===== src/hw/rtl/nnsa_pkg.sv =====
// Shared types, widths, register indexes and helpers for the scale addresser.
// No dependencies; compiled first.
package nnsa_pkg;

   localparam int DIM_W         = 13;
   localparam int PITCH_W       = 14;
   localparam int COORD_W       = 12;
   localparam int IDX_W         = 25;
   localparam int CSR_IDX_W     = 3;
   localparam int CSR_DATA_W    = 14;
   localparam int MAX_DIM_DEF   = 4096;
   localparam int FRAC_BITS_DEF = 16;

   typedef logic [CSR_IDX_W-1:0] csr_idx_type;

   localparam csr_idx_type CSR_SRC_WIDTH  = 3'd0;
   localparam csr_idx_type CSR_SRC_HEIGHT = 3'd1;
   localparam csr_idx_type CSR_DST_WIDTH  = 3'd2;
   localparam csr_idx_type CSR_DST_HEIGHT = 3'd3;
   localparam csr_idx_type CSR_SRC_PITCH  = 3'd4;
   localparam csr_idx_type CSR_DST_PITCH  = 3'd5;

   typedef struct packed {
      logic busy;
      logic done;
   } div_stat_type;

   // zero reads as one, anything above max_dim as max_dim
   function automatic logic [DIM_W-1:0] clamp_dim(input logic [DIM_W-1:0] v,
                                                  input int max_dim);
      logic [DIM_W-1:0] r;
      if (v == '0) begin
         r = DIM_W'(1);
      end else if (int'(v) > max_dim) begin
         r = DIM_W'(max_dim);
      end else begin
         r = v;
      end
      return r;
   endfunction

endpackage


===== src/hw/rtl/nnsa_if.sv =====
// Request and response channel interfaces of the scale addresser.
// Depends on nnsa_pkg.
interface nnsa_req_if import nnsa_pkg::*; ();
   logic valid;
   logic ready;
   logic restart;

   modport source (output valid, output restart, input ready);
   modport sink (input valid, input restart, output ready);
endinterface

interface nnsa_rsp_if import nnsa_pkg::*; ();
   logic               valid;
   logic               ready;
   logic [COORD_W-1:0] out_dest_x;
   logic [COORD_W-1:0] out_dest_y;
   logic [COORD_W-1:0] out_source_x;
   logic [COORD_W-1:0] out_source_y;
   logic [IDX_W-1:0]   dest_index;
   logic [IDX_W-1:0]   source_index;
   logic               frame_last;

   modport source (output valid, output out_dest_x, output out_dest_y,
                   output out_source_x, output out_source_y, output dest_index,
                   output source_index, output frame_last, input ready);
   modport sink (input valid, input out_dest_x, input out_dest_y,
                 input out_source_x, input out_source_y, input dest_index,
                 input source_index, input frame_last, output ready);
endinterface


===== src/hw/rtl/nnsa_div.sv =====
// Shared restoring divider, one quotient bit per cycle.
// Depends on nnsa_pkg for the status struct.
module nnsa_div import nnsa_pkg::*; #(
   parameter int DVD_W = DIM_W + FRAC_BITS_DEF,
   parameter int DVS_W = DIM_W
) (
   input  logic             clock,
   input  logic             reset,
   input  logic             start,
   input  logic [DVD_W-1:0] dividend,
   input  logic [DVS_W-1:0] divisor,
   output logic [DVD_W-1:0] quotient,
   output div_stat_type     stat
);

   localparam int CNT_W = $clog2(DVD_W + 1);

   logic [DVD_W-1:0] quo_ff, quo_in;
   logic [DVS_W-1:0] rem_ff, rem_in;
   logic [DVS_W-1:0] dvs_ff, dvs_in;
   logic [CNT_W-1:0] cnt_ff, cnt_in;
   logic             busy_ff, busy_in;
   logic             done_ff, done_in;
   logic [DVS_W:0]   rem_sh;
   logic [DVS_W+1:0] diff;

   always_comb begin
      rem_sh  = {rem_ff, quo_ff[DVD_W-1]};
      diff    = {1'b0, rem_sh} - {2'b00, dvs_ff};
      quo_in  = quo_ff;
      rem_in  = rem_ff;
      dvs_in  = dvs_ff;
      cnt_in  = cnt_ff;
      busy_in = busy_ff;
      done_in = 1'b0;
      if (start) begin
         quo_in  = dividend;
         rem_in  = '0;
         dvs_in  = divisor;
         cnt_in  = CNT_W'(DVD_W);
         busy_in = 1'b1;
      end else if (busy_ff) begin
         if (!diff[DVS_W+1]) begin
            rem_in = diff[DVS_W-1:0];
            quo_in = {quo_ff[DVD_W-2:0], 1'b1};
         end else begin
            rem_in = rem_sh[DVS_W-1:0];
            quo_in = {quo_ff[DVD_W-2:0], 1'b0};
         end
         cnt_in = cnt_ff - CNT_W'(1);
         if (cnt_ff == CNT_W'(1)) begin
            busy_in = 1'b0;
            done_in = 1'b1;
         end
      end
   end

   always_ff @(posedge clock) begin
      if (reset) begin
         busy_ff <= 1'b0;
         done_ff <= 1'b0;
         cnt_ff  <= '0;
      end else begin
         busy_ff <= busy_in;
         done_ff <= done_in;
         cnt_ff  <= cnt_in;
      end
   end

   always_ff @(posedge clock) begin
      quo_ff <= quo_in;
      rem_ff <= rem_in;
      dvs_ff <= dvs_in;
   end

   assign quotient  = quo_ff;
   assign stat.busy = busy_ff;
   assign stat.done = done_ff;

endmodule


===== src/hw/rtl/nearest_neighbor_scale_addresser.sv =====
// Nearest-neighbor scale address generator: one pixel address pair per request.
// Within a frame an accepted request goes straight to emit, where its response is
// registered; a frame-start request first runs two serial divisions (x, then y step).
// Requests are taken only in idle, one in flight; the shared divider sets frame-start cost.
// Reset (synchronous): registers to 1, counters and steps cleared, no channel busy.
// Depends on nnsa_pkg, nnsa_if, nnsa_div.
module nearest_neighbor_scale_addresser import nnsa_pkg::*; #(
   parameter int MAX_DIM   = MAX_DIM_DEF,
   parameter int FRAC_BITS = FRAC_BITS_DEF
) (
   input  logic                  clock,
   input  logic                  reset,
   nnsa_req_if.sink              req_if,
   nnsa_rsp_if.source            rsp_if,
   input  logic                  csr_we,
   input  csr_idx_type           csr_index,
   input  logic [CSR_DATA_W-1:0] csr_data
);

   localparam int CNT_W = $clog2(MAX_DIM);
   localparam int INC_W = DIM_W + FRAC_BITS;
   localparam int ACC_W = INC_W + CNT_W;
   localparam int SY_W  = ACC_W - FRAC_BITS;
   localparam int CMP_W = (CNT_W + 1 > DIM_W) ? CNT_W + 1 : DIM_W;

   typedef enum logic [2:0] {
      ST_IDLE, ST_XSTART, ST_XWAIT, ST_YSTART, ST_YWAIT, ST_EMIT
   } state_type;

   state_type          state_ff, state_in;
   logic [DIM_W-1:0]   src_w_ff, src_w_in, src_h_ff, src_h_in;
   logic [DIM_W-1:0]   dst_w_ff, dst_w_in, dst_h_ff, dst_h_in;
   logic [PITCH_W-1:0] src_p_ff, src_p_in, dst_p_ff, dst_p_in;
   logic [CNT_W-1:0]   col_ff, col_in, row_ff, row_in;
   logic [ACC_W-1:0]   xacc_ff, xacc_in, yacc_ff, yacc_in;
   logic [INC_W-1:0]   xinc_ff, xinc_in, yinc_ff, yinc_in;
   logic               steps_valid_ff, steps_valid_in;
   logic               rsp_valid_ff, rsp_valid_in;

   logic [COORD_W-1:0] dx_ff, dx_in, dy_ff, dy_in, sx_ff, sx_in, sy_ff, sy_in;
   logic [IDX_W-1:0]   didx_ff, didx_in, sidx_ff, sidx_in;
   logic               last_ff, last_in;

   logic                  div_start;
   logic [INC_W-1:0]      div_dividend, div_quotient;
   logic [DIM_W-1:0]      div_divisor;
   div_stat_type          div_stat;

   logic [DIM_W-1:0]      dw, dh;
   logic                  row_end, col_end, emit_go, accept;
   logic [SY_W-1:0]       sxw, syw;
   logic [CNT_W+PITCH_W-1:0] dprod;
   logic [SY_W+PITCH_W-1:0]  sprod;

   assign div_start = (state_ff == ST_XSTART) || (state_ff == ST_YSTART);
   assign div_dividend = (state_ff == ST_XSTART)
      ? {clamp_dim(src_w_ff, MAX_DIM), FRAC_BITS'(0)}
      : {clamp_dim(src_h_ff, MAX_DIM), FRAC_BITS'(0)};
   assign div_divisor = (state_ff == ST_XSTART) ? clamp_dim(dst_w_ff, MAX_DIM)
                                                : clamp_dim(dst_h_ff, MAX_DIM);

   nnsa_div #(
      .DVD_W (INC_W),
      .DVS_W (DIM_W)
   ) u_div (
      .clock    (clock),
      .reset    (reset),
      .start    (div_start),
      .dividend (div_dividend),
      .divisor  (div_divisor),
      .quotient (div_quotient),
      .stat     (div_stat)
   );

   assign accept       = req_if.valid && req_if.ready;
   assign req_if.ready = (state_ff == ST_IDLE);
   assign emit_go      = (state_ff == ST_EMIT) && (!rsp_valid_ff || rsp_if.ready);

   always_comb begin
      dw      = clamp_dim(dst_w_ff, MAX_DIM);
      dh      = clamp_dim(dst_h_ff, MAX_DIM);
      row_end = (CMP_W'(row_ff) + CMP_W'(1)) >= CMP_W'(dh);
      col_end = (CMP_W'(col_ff) + CMP_W'(1)) >= CMP_W'(dw);
      sxw     = xacc_ff[ACC_W-1:FRAC_BITS];
      syw     = yacc_ff[ACC_W-1:FRAC_BITS];
      dprod   = row_ff * dst_p_ff;
      sprod   = syw * src_p_ff;
      dx_in   = COORD_W'(col_ff);
      dy_in   = COORD_W'(row_ff);
      sx_in   = COORD_W'(sxw);
      sy_in   = COORD_W'(syw);
      didx_in = IDX_W'(dprod) + IDX_W'(col_ff);
      sidx_in = IDX_W'(sprod) + IDX_W'(sxw);
      last_in = row_end && col_end;
   end

   always_comb begin
      state_in       = state_ff;
      src_w_in       = src_w_ff;
      src_h_in       = src_h_ff;
      dst_w_in       = dst_w_ff;
      dst_h_in       = dst_h_ff;
      src_p_in       = src_p_ff;
      dst_p_in       = dst_p_ff;
      col_in         = col_ff;
      row_in         = row_ff;
      xacc_in        = xacc_ff;
      yacc_in        = yacc_ff;
      xinc_in        = xinc_ff;
      yinc_in        = yinc_ff;
      steps_valid_in = steps_valid_ff;
      rsp_valid_in   = rsp_if.ready ? 1'b0 : rsp_valid_ff;

      if (csr_we) begin
         unique case (csr_index)
            CSR_SRC_WIDTH:  src_w_in = csr_data[DIM_W-1:0];
            CSR_SRC_HEIGHT: src_h_in = csr_data[DIM_W-1:0];
            CSR_DST_WIDTH:  dst_w_in = csr_data[DIM_W-1:0];
            CSR_DST_HEIGHT: dst_h_in = csr_data[DIM_W-1:0];
            CSR_SRC_PITCH:  src_p_in = csr_data[PITCH_W-1:0];
            CSR_DST_PITCH:  dst_p_in = csr_data[PITCH_W-1:0];
            default: ;
         endcase
      end

      unique case (state_ff)
         ST_IDLE: begin
            if (accept) begin
               if (req_if.restart || !steps_valid_ff) begin
                  col_in         = '0;
                  row_in         = '0;
                  xacc_in        = '0;
                  yacc_in        = '0;
                  steps_valid_in = 1'b1;
                  state_in       = ST_XSTART;
               end else begin
                  state_in = ST_EMIT;
               end
            end
         end
         ST_XSTART: state_in = ST_XWAIT;
         ST_XWAIT: begin
            if (div_stat.done) begin
               xinc_in  = div_quotient;
               state_in = ST_YSTART;
            end
         end
         ST_YSTART: state_in = ST_YWAIT;
         ST_YWAIT: begin
            if (div_stat.done) begin
               yinc_in  = div_quotient;
               state_in = ST_EMIT;
            end
         end
         ST_EMIT: begin
            if (emit_go) begin
               rsp_valid_in = 1'b1;
               state_in     = ST_IDLE;
               if (!row_end) begin
                  row_in  = row_ff + CNT_W'(1);
                  yacc_in = yacc_ff + ACC_W'(yinc_ff);
               end else begin
                  row_in  = '0;
                  yacc_in = '0;
                  if (!col_end) begin
                     col_in  = col_ff + CNT_W'(1);
                     xacc_in = xacc_ff + ACC_W'(xinc_ff);
                  end else begin
                     col_in         = '0;
                     xacc_in        = '0;
                     steps_valid_in = 1'b0;
                  end
               end
            end
         end
         default: state_in = ST_IDLE;
      endcase
   end

   always_ff @(posedge clock) begin
      if (reset) begin
         state_ff       <= ST_IDLE;
         src_w_ff       <= DIM_W'(1);
         src_h_ff       <= DIM_W'(1);
         dst_w_ff       <= DIM_W'(1);
         dst_h_ff       <= DIM_W'(1);
         src_p_ff       <= PITCH_W'(1);
         dst_p_ff       <= PITCH_W'(1);
         col_ff         <= '0;
         row_ff         <= '0;
         xacc_ff        <= '0;
         yacc_ff        <= '0;
         xinc_ff        <= '0;
         yinc_ff        <= '0;
         steps_valid_ff <= 1'b0;
         rsp_valid_ff   <= 1'b0;
         dx_ff          <= '0;
         dy_ff          <= '0;
         sx_ff          <= '0;
         sy_ff          <= '0;
         didx_ff        <= '0;
         sidx_ff        <= '0;
         last_ff        <= 1'b0;
      end else begin
         state_ff       <= state_in;
         src_w_ff       <= src_w_in;
         src_h_ff       <= src_h_in;
         dst_w_ff       <= dst_w_in;
         dst_h_ff       <= dst_h_in;
         src_p_ff       <= src_p_in;
         dst_p_ff       <= dst_p_in;
         col_ff         <= col_in;
         row_ff         <= row_in;
         xacc_ff        <= xacc_in;
         yacc_ff        <= yacc_in;
         xinc_ff        <= xinc_in;
         yinc_ff        <= yinc_in;
         steps_valid_ff <= steps_valid_in;
         rsp_valid_ff   <= rsp_valid_in;
         if (emit_go) begin
            dx_ff   <= dx_in;
            dy_ff   <= dy_in;
            sx_ff   <= sx_in;
            sy_ff   <= sy_in;
            didx_ff <= didx_in;
            sidx_ff <= sidx_in;
            last_ff <= last_in;
         end
      end
   end

   assign rsp_if.valid        = rsp_valid_ff;
   assign rsp_if.out_dest_x   = dx_ff;
   assign rsp_if.out_dest_y   = dy_ff;
   assign rsp_if.out_source_x = sx_ff;
   assign rsp_if.out_source_y = sy_ff;
   assign rsp_if.dest_index   = didx_ff;
   assign rsp_if.source_index = sidx_ff;
   assign rsp_if.frame_last   = last_ff;

`ifndef SYNTHESIS
   a_rsp_from_emit: assert property (@(posedge clock) disable iff (reset)
      $rose(rsp_valid_ff) |-> $past(state_ff == ST_EMIT))
      else $error("response raised outside emit");

   a_ready_div_idle: assert property (@(posedge clock) disable iff (reset)
      req_if.ready |-> !div_stat.busy)
      else $error("request taken while divider busy");

   a_last_wraps: assert property (@(posedge clock) disable iff (reset)
      (emit_go && last_in) |=> (!steps_valid_ff && col_ff == '0 && row_ff == '0))
      else $error("frame did not wrap after last pixel");

   a_div_to_emit: assert property (@(posedge clock) disable iff (reset)
      (state_ff == ST_YWAIT && div_stat.done) |=> (state_ff == ST_EMIT))
      else $error("step division did not hand off to emit");
`endif

endmodule


===== src/flat_wrapper.sv =====
// flat-port wrapper written by rule: the top's interface ports become plain ports
module nearest_neighbor_scale_addresser_flat import nnsa_pkg::*;
#(
   parameter int MAX_DIM   = MAX_DIM_DEF,
   parameter int FRAC_BITS = FRAC_BITS_DEF
)
  (clock, reset, csr_we, csr_index, csr_data, req_if_valid, req_if_restart, req_if_ready, rsp_if_valid, rsp_if_out_dest_x, rsp_if_out_dest_y, rsp_if_out_source_x, rsp_if_out_source_y, rsp_if_dest_index, rsp_if_source_index, rsp_if_frame_last, rsp_if_ready);
  nnsa_req_if req_if_i ();
  nnsa_rsp_if rsp_if_i ();
  input  logic clock;
  input  logic reset;
  input  logic csr_we;
  input  csr_idx_type csr_index;
  input  logic [CSR_DATA_W-1:0] csr_data;
  input wire logic [$bits(req_if_i.valid)-1:0] req_if_valid;
  input wire logic [$bits(req_if_i.restart)-1:0] req_if_restart;
  output wire logic [$bits(req_if_i.ready)-1:0] req_if_ready;
  output wire logic [$bits(rsp_if_i.valid)-1:0] rsp_if_valid;
  output wire logic [$bits(rsp_if_i.out_dest_x)-1:0] rsp_if_out_dest_x;
  output wire logic [$bits(rsp_if_i.out_dest_y)-1:0] rsp_if_out_dest_y;
  output wire logic [$bits(rsp_if_i.out_source_x)-1:0] rsp_if_out_source_x;
  output wire logic [$bits(rsp_if_i.out_source_y)-1:0] rsp_if_out_source_y;
  output wire logic [$bits(rsp_if_i.dest_index)-1:0] rsp_if_dest_index;
  output wire logic [$bits(rsp_if_i.source_index)-1:0] rsp_if_source_index;
  output wire logic [$bits(rsp_if_i.frame_last)-1:0] rsp_if_frame_last;
  input wire logic [$bits(rsp_if_i.ready)-1:0] rsp_if_ready;
  assign req_if_i.valid = req_if_valid;
  assign req_if_i.restart = req_if_restart;
  assign req_if_ready = req_if_i.ready;
  assign rsp_if_valid = rsp_if_i.valid;
  assign rsp_if_out_dest_x = rsp_if_i.out_dest_x;
  assign rsp_if_out_dest_y = rsp_if_i.out_dest_y;
  assign rsp_if_out_source_x = rsp_if_i.out_source_x;
  assign rsp_if_out_source_y = rsp_if_i.out_source_y;
  assign rsp_if_dest_index = rsp_if_i.dest_index;
  assign rsp_if_source_index = rsp_if_i.source_index;
  assign rsp_if_frame_last = rsp_if_i.frame_last;
  assign rsp_if_i.ready = rsp_if_ready;
  nearest_neighbor_scale_addresser #(.MAX_DIM(MAX_DIM), .FRAC_BITS(FRAC_BITS)) u_core (.clock(clock), .reset(reset), .req_if(req_if_i), .rsp_if(rsp_if_i), .csr_we(csr_we), .csr_index(csr_index), .csr_data(csr_data));
endmodule

===== config.mk =====
export PLATFORM = sky130hd
export DESIGN_NAME = nearest_neighbor_scale_addresser_flat
export DESIGN_NICKNAME = d
export VERILOG_FILES = /design/src/hw/rtl/nnsa_pkg.sv /design/src/hw/rtl/nnsa_if.sv /design/src/hw/rtl/nnsa_div.sv /design/src/hw/rtl/nearest_neighbor_scale_addresser.sv /design/src/flat_wrapper.sv
export SDC_FILE = /design/constraint.sdc
export NUM_CORES = 2
export LEC_CHECK = 0
export BUFFER_PORTS_ARGS = -buffer_cell sky130_fd_sc_hd__buf_2
export CAP_MARGIN = 20
export CORE_AREA = 2 2 274 249
export CTS_CLUSTER_SIZE = 40
export DETAILED_ROUTE_END_ITERATION = 12
export DIE_AREA = 0 0 276 251
export HOLD_SLACK_MARGIN = 0.12
export PLACE_DENSITY = 0.66
export SYNTH_ARGS = -nofsm -noshare
export SYNTH_HDL_FRONTEND = slang
export SYNTH_SLANG_ARGS = --single-unit

===== constraint.sdc =====
create_clock -name clock -period 7.2 [get_ports clock]
set_input_delay 1.08 -clock clock [delete_from_list [all_inputs] [get_ports clock]]
set_output_delay 1.08 -clock clock [all_outputs]
set_load 0.02 [all_outputs]

---- After elaboration in Yosys (flattened, before gate mapping) ----
Cells that the tools add are included.
W data, S select, Z words.
operators by class
  multiplexer cells ....................... 53
  multiply operators ...................... 2
  $lt $le $gt $ge ......................... 6
  equality and inequality tests ........... 18
  bitwise gates (word level) .............. 1
  reduce and logical (&&, ||, !) cells .... 30
  add/subtract/negate cells ............... 10
operator list
  cell                     number
  $mux W41                 7
  $pmux W41 S2             2
  $mux W13                 10
  $mux W29                 3
  $mux W12                 7
  $add A41 B29 Y41         2
  $gt A13 B13 Y1 const B   4
  $logic_not A13 Y1        4
  $pmux W12 S2             2
  $add A12 B1 Y13 const B  2
  $ge A13 B13 Y1           2
  $add A25 B12 Y25         1
  $add A25 B25 Y25         1
  $mul A12 B14 Y25         1
  $mul A25 B14 Y25         1
  $add A12 B1 Y12 const B  2
  $pmux W3 S6              1
  $reduce_and A2 Y1        8
  $mux W3                  5
  $sub A14 B13 Y15         1
  $mux W1                  13
  $eq A3 B2 Y1 const B     4
  $eq A3 B3 Y1 const B     4
  $mux W5                  2
  other kinds (17)         31
storage, ports and cells
  output and inout port bits .............. 101
  logic and storage cells ................. 149
  bits in registers ....................... 410
  input port bits ......................... 23

---- Longest topological paths before layout ----
  word-level depth ........................ 8
  mapped depth ............................ 24

---- Hierarchy ----
A second synthesis with hierarchy kept.
second synthesis, totals
  cell total of the unflattened synthesis .. 3849
  area total of the unflattened synthesis .. 32974.1 um^2
by module, submodules not included
  module                            seq. area each (um^2)  instances  area each (um^2)  cells each
  nearest_neighbor_scale_addresser  6966.7                 1          29913.7           3596
  nnsa_div                          1661.6                 1          3060.4            253

---- Worst setup path before layout ----
OpenSTA, ideal clock, no wires.
  path kind ............................... flip-flop to flip-flop
  start ................................... register u_core.row_ff[0], in the netlist u_core.dy_in[0]
  end ..................................... register u_core.didx_ff[23], in the netlist u_core.rsp_if.dest_index[23]
  buffers on the path ..................... 2
  period minus slack after synthesis ...... 5.702 ns
  arrival time ............................ 5.628 ns
  setup slack ............................. 1.498 ns
  required time ........................... 7.126 ns
  stages on the path, launching flop included .. 22
  setup time .............................. 0.074 ns
  cell sequence ........................... dfxtp_1 -> clkbuf_1 -> clkbuf_1 -> nand2_1 -> fa_1 -> inv_1 -> fa_1 -> inv_1 -> fa_1 -> inv_1 -> fa_1 -> fa_1 -> ha_1 -> and3_1 -> o21ai_1 -> a31oi_1 -> o31ai_1 -> o21ai_2 -> a2111o_1 -> a31oi_1 -> nand4b_1 -> a31oi_1
on the way
  word-level cells in the longest chain between the ends .. 2
RTL lines
  what                    line                                     RTL
  start, declared         nearest_neighbor_scale_addresser.sv:34   logic [CNT_W-1:0] col_ff, col_in, row_ff, row_in;
  start signal, assigned  nearest_neighbor_scale_addresser.sv:213  row_ff <= row_in;
  $mul A12 B14 Y25        nearest_neighbor_scale_addresser.sv:86   dprod = row_ff * dst_p_ff;
  $add A25 B12 Y25        nearest_neighbor_scale_addresser.sv:92   didx_in = IDX_W'(dprod) + IDX_W'(col_ff);
  end signal, assigned    nearest_neighbor_scale_addresser.sv:225  didx_ff <= didx_in;
  end, declared           nearest_neighbor_scale_addresser.sv:41   logic [IDX_W-1:0] didx_ff, didx_in, sidx_ff, sidx_in;
No other way between the ends.
A chain may end at the register's enable or synchronous reset.

---- Worst setup path in the final report ----
  start ................................... register u_core.yacc_ff[25]
  end ..................................... register u_core.sidx_ff[22], in the netlist u_core.rsp_if.source_index[22]
on the way
  word-level cells in the longest chain between the ends .. 2
RTL lines
  what                    line                                     RTL
  start, declared         nearest_neighbor_scale_addresser.sv:35   logic [ACC_W-1:0] xacc_ff, xacc_in, yacc_ff, yacc_in;
  start signal, assigned  nearest_neighbor_scale_addresser.sv:215  yacc_ff <= yacc_in;
  $mul A25 B14 Y25        nearest_neighbor_scale_addresser.sv:87   sprod = syw * src_p_ff;
  $add A25 B25 Y25        nearest_neighbor_scale_addresser.sv:93   sidx_in = IDX_W'(sprod) + IDX_W'(sxw);
  end signal, assigned    nearest_neighbor_scale_addresser.sv:226  sidx_ff <= sidx_in;
  end, declared           nearest_neighbor_scale_addresser.sv:41
No other way between the ends.

==> results.cfg <==
[worst_setup_path]
r2r_end = u_core.rsp_if.source_index[22]$_SDFFE_PP0P_
critPathArrivalTime_ns = 7.15
r2r_cells = 20
r2r_start = u_core.yacc_ff[25]$_SDFFE_PP0P_
rrSetupSlack_ns = 0.56
crit_type = flip-flop to flip-flop
crit_path_end_kind = flip-flop
worst_ep_required_time_ns = 7.71
cp_common_cell = fa_1
max_stage_delay_ns = 0.72
worstPathCellList = nand2_1, fa_1, fa_1, inv_1, fa_1, inv_1, fa_1, fa_1, fa_1, inv_1, ha_1, o211ai_1, and2_1, o31ai_1, a31oi_1, o221ai_1, a21oi_1, xnor2_1, nand2_1, a21oi_1
crit_path_start_kind = flip-flop
critPathMaxFanout = 17
critPathSlowestCell = dfxtp_1

[logic_synthesis]
synth_area_leaders = dfxtp_1 (22%), fa_1 (21%), nand2_1 (9.9%)
synthArstFlopShare = 0
synth_top_area_frac = 0.224
ys_ff_latch = 410
synth_fp_nets = 4508
yosysMostFrequentCell = nand2_1
synth-edff-count = 42
synth_area_per_cell_sq_um = 8.40
synth_top_flop_cell = dfxtp_1
synth.distinct_cells = 85
synth_top_area_cell = dfxtp_1
synth_commonest_cells = nand2_1 (866), inv_1 (384), a21oi_1 (373)
yosysWarnings = 0
synthCells = 3917
syn-cell-area_sq_um = 32900
synth_seq_area_share = 0.262

[sta]
fin_setup_tns_ns = 0
rsz0062_at_grt = false
setup_violations = 0
max_freq_mhz = 150
clock_skew_ns = 0.0215
hold_violations = 0
drv_slew = 0
worst_slew_pin_slew_ns = 1.08
period_share = 0.923
setup_ws_ns = 0.555
maxSlewHeadroom = 0.280
fin_crit_ns = 6.64

[clock_tree]
cts_setup_buffers = 0
clk_path_buf_depth = 3
clk_latency_ns = 0.60
cts.clk_slew.worst_paths_ns = 0.07
cts_tree = done
cts.sinks = 410
cts.htree.levels = 2
hold_buffers = 0
cts_resized = 0
numCtsBuffers = 45
clock-root-buffer = clkbuf_16

[power_and_ir_drop]
power_density_nw_per_um2 = 170
power.total_mw = 6.08
leakagePower_nw = 16.0
worst_ir_drop_vdd_mv = 0.193

[hold_path]
worstHoldStart = u_core.rsp_if.source_index[6]$_SDFFE_PP0P_
hp-class = flip-flop to flip-flop
whs_path_depth = 2
whs_endpoint = u_core.rsp_if.source_index[6]$_SDFFE_PP0P_

[detailed_routing]
final_antenna_net_count = 0
via_per_inst = 5.49
drt_pass1_iterations = 11
wl_per_cell_um = 18.4
vias = 26600
detail_route.drc_violations = 6
totalWireLength_um = 89100
drt_iter0_drc = 2056

[cells_and_area]
finalCoreUtilization = 0.538
area_delta_synth_final_pct = 8.74
final_net_count = 4527
fill_cells = 6304
instances_no_fill = 4846
drive_above_1_share = 0.0685

[run]
cap_violations = 0

[place]
place_ws_ns = 0.656
port_buffers = 123
dp_hpwl_um = 66400
dp_cells = 4759
place_congestion = 0.905

[die]
io_pins = 124
die_y_um = 251
die-area_sq_um = 69300
core_sq_um = 66400
start_util = 0.495
die_w_um = 276
fp-row-count = 90

[grt]
grt_max_degree = 118
grt.total_usage = 0.261
grt_pass1_vias = 26300
antenna_found_initial = 3
grt-ovfl-total = 0
grt_pass1_wl_um = 145000

[status]
violations = design-rule violations
status = complete, but fails checks
## cell families (layout without fill, tap and decap cells)
logic type               Yosys count  in the layout  share of synthesized area
buffers and inverters            588            641                     0.0686
flip-flops                       410            410                      0.262
XOR/XNOR                         180            180                     0.0479
AND/OR/NAND/NOR                 1481           1481                      0.200
multiplexers                      20             20                    0.00616
other                              0              2                          0
adder cells (fa/ha/maj)          568            568                      0.295
AO/OA/AOI/OAI                    670            670                      0.121
## power by group
| part | total [mW] | leakage [nW] | internal (mW) | switching (mW) |
|---|---|---|---|---|
| registers | 2.61 | 3.37 | 2.46 | 0.148 |
| clock network | 2.33 | 0.715 | 1.33 | 0.997 |
| logic | 1.14 | 11.9 | 0.393 | 0.748 |
## sequential cells by signal, indices dropped and copies added, names as in the netlist, 13 cells and up
register,cells
u_core.xacc_ff,41
u_core.yacc_ff,41
u_core.u_div.quotient,29
u_core.xinc_ff,29
u_core.yinc_ff,29
u_core.rsp_if.dest_index,25
u_core.rsp_if.source_index,25
u_core.dst_p_ff,14
u_core.src_p_ff,14
u_core.dst_h_ff,13
u_core.dst_w_ff,13
u_core.src_h_ff,13
u_core.src_w_ff,13
u_core.u_div.dvs_ff,13
u_core.u_div.rem_ff,13
## final cells by class
class | count | area, sq um | share of cell area
multi-input combinational | 2919 | 22000 | 0.616
sequential | 410 | 8630 | 0.241
inverter | 384 | 1440 | 0.0403
clock buffer | 66 | 1310 | 0.0365
timing repair buffer | 176 | 1100 | 0.0306
tap | 874 | 1090 | 0.0306
clock inverter | 15 | 158 | 0.00441
antenna | 2 | 5.00 | 0.000140
## worst max path at each step
stage / start / end / slack [ns] / depth (start not counted)
2_1_floorplan: u_core.dy_in[0]$_SDFFE_PP0P_ / u_core.rsp_if.dest_index[23]$_SDFFE_PP0P_ / 1.50 / 21
3_3_place_gp: u_core.yacc_ff[25]$_SDFFE_PP0P_ / u_core.rsp_if.source_index[24]$_SDFFE_PP0P_ / 0.67 / 20
3_5_place_dp: u_core.yacc_ff[25]$_SDFFE_PP0P_ / u_core.rsp_if.source_index[24]$_SDFFE_PP0P_ / 0.66 / 20
4_1_cts: u_core.yacc_ff[25]$_SDFFE_PP0P_ / u_core.rsp_if.source_index[22]$_SDFFE_PP0P_ / 0.59 / 20
5_1_grt: u_core.yacc_ff[25]$_SDFFE_PP0P_ / u_core.rsp_if.source_index[22]$_SDFFE_PP0P_ / 0.13 / 20
6_report: u_core.yacc_ff[25]$_SDFFE_PP0P_ / u_core.rsp_if.source_index[22]$_SDFFE_PP0P_ / 0.56 / 20
## metal layers
layer	GRT usage	routed length, um	vias up
met5	0	0	-
met4	0.0749	2600	0
met3	0.0285	5360	144
met2	0.430	41000	792
met1	0.365	40200	13000
li1	-	-	12700
## layout by cell type (no fill, tap or decap), drive strengths merged, types with 10 or more instances in the layout
cell	count
nor2b	17
fa	344
xor2	73
nand2	866
a21oi	373
a211oi	27
nand4	22
clkinv	10
mux2i	18
nor3	33
nand2b	15
nor2	201
nand3b	13
xnor2	107
nand3	55
o211ai	14
a21o	35
a31oi	22
a22oi	16
clkbuf	68
a221oi	11
dfxtp	368
inv	385
buf	174
and3	27
o21a	12
a22o	10
edfxtp	42
and2	185
nor4	19
o21ai	97
ha	224
## worst max-delay path, delay by kind of cell, from the launching register on
family,cells,cell delay (ns)
AO/OA/AOI/OAI,6,1.80
XOR/XNOR,1,0.14
adder cells (fa/ha/maj),7,3.34
buffers and inverters,3,0.15
flip-flops,1,0.72
AND/OR/NAND/NOR,3,0.39
## metrics by stage
step                hold WS [ns]  cell area, sq um
floorplan                  0.429             32900
global placement           0.435             34200
detailed placement         0.441             34200
CTS                        0.449             35700
global route               0.469             35800
finish                     0.448             35800
Power figures use the tool's default switching activity.
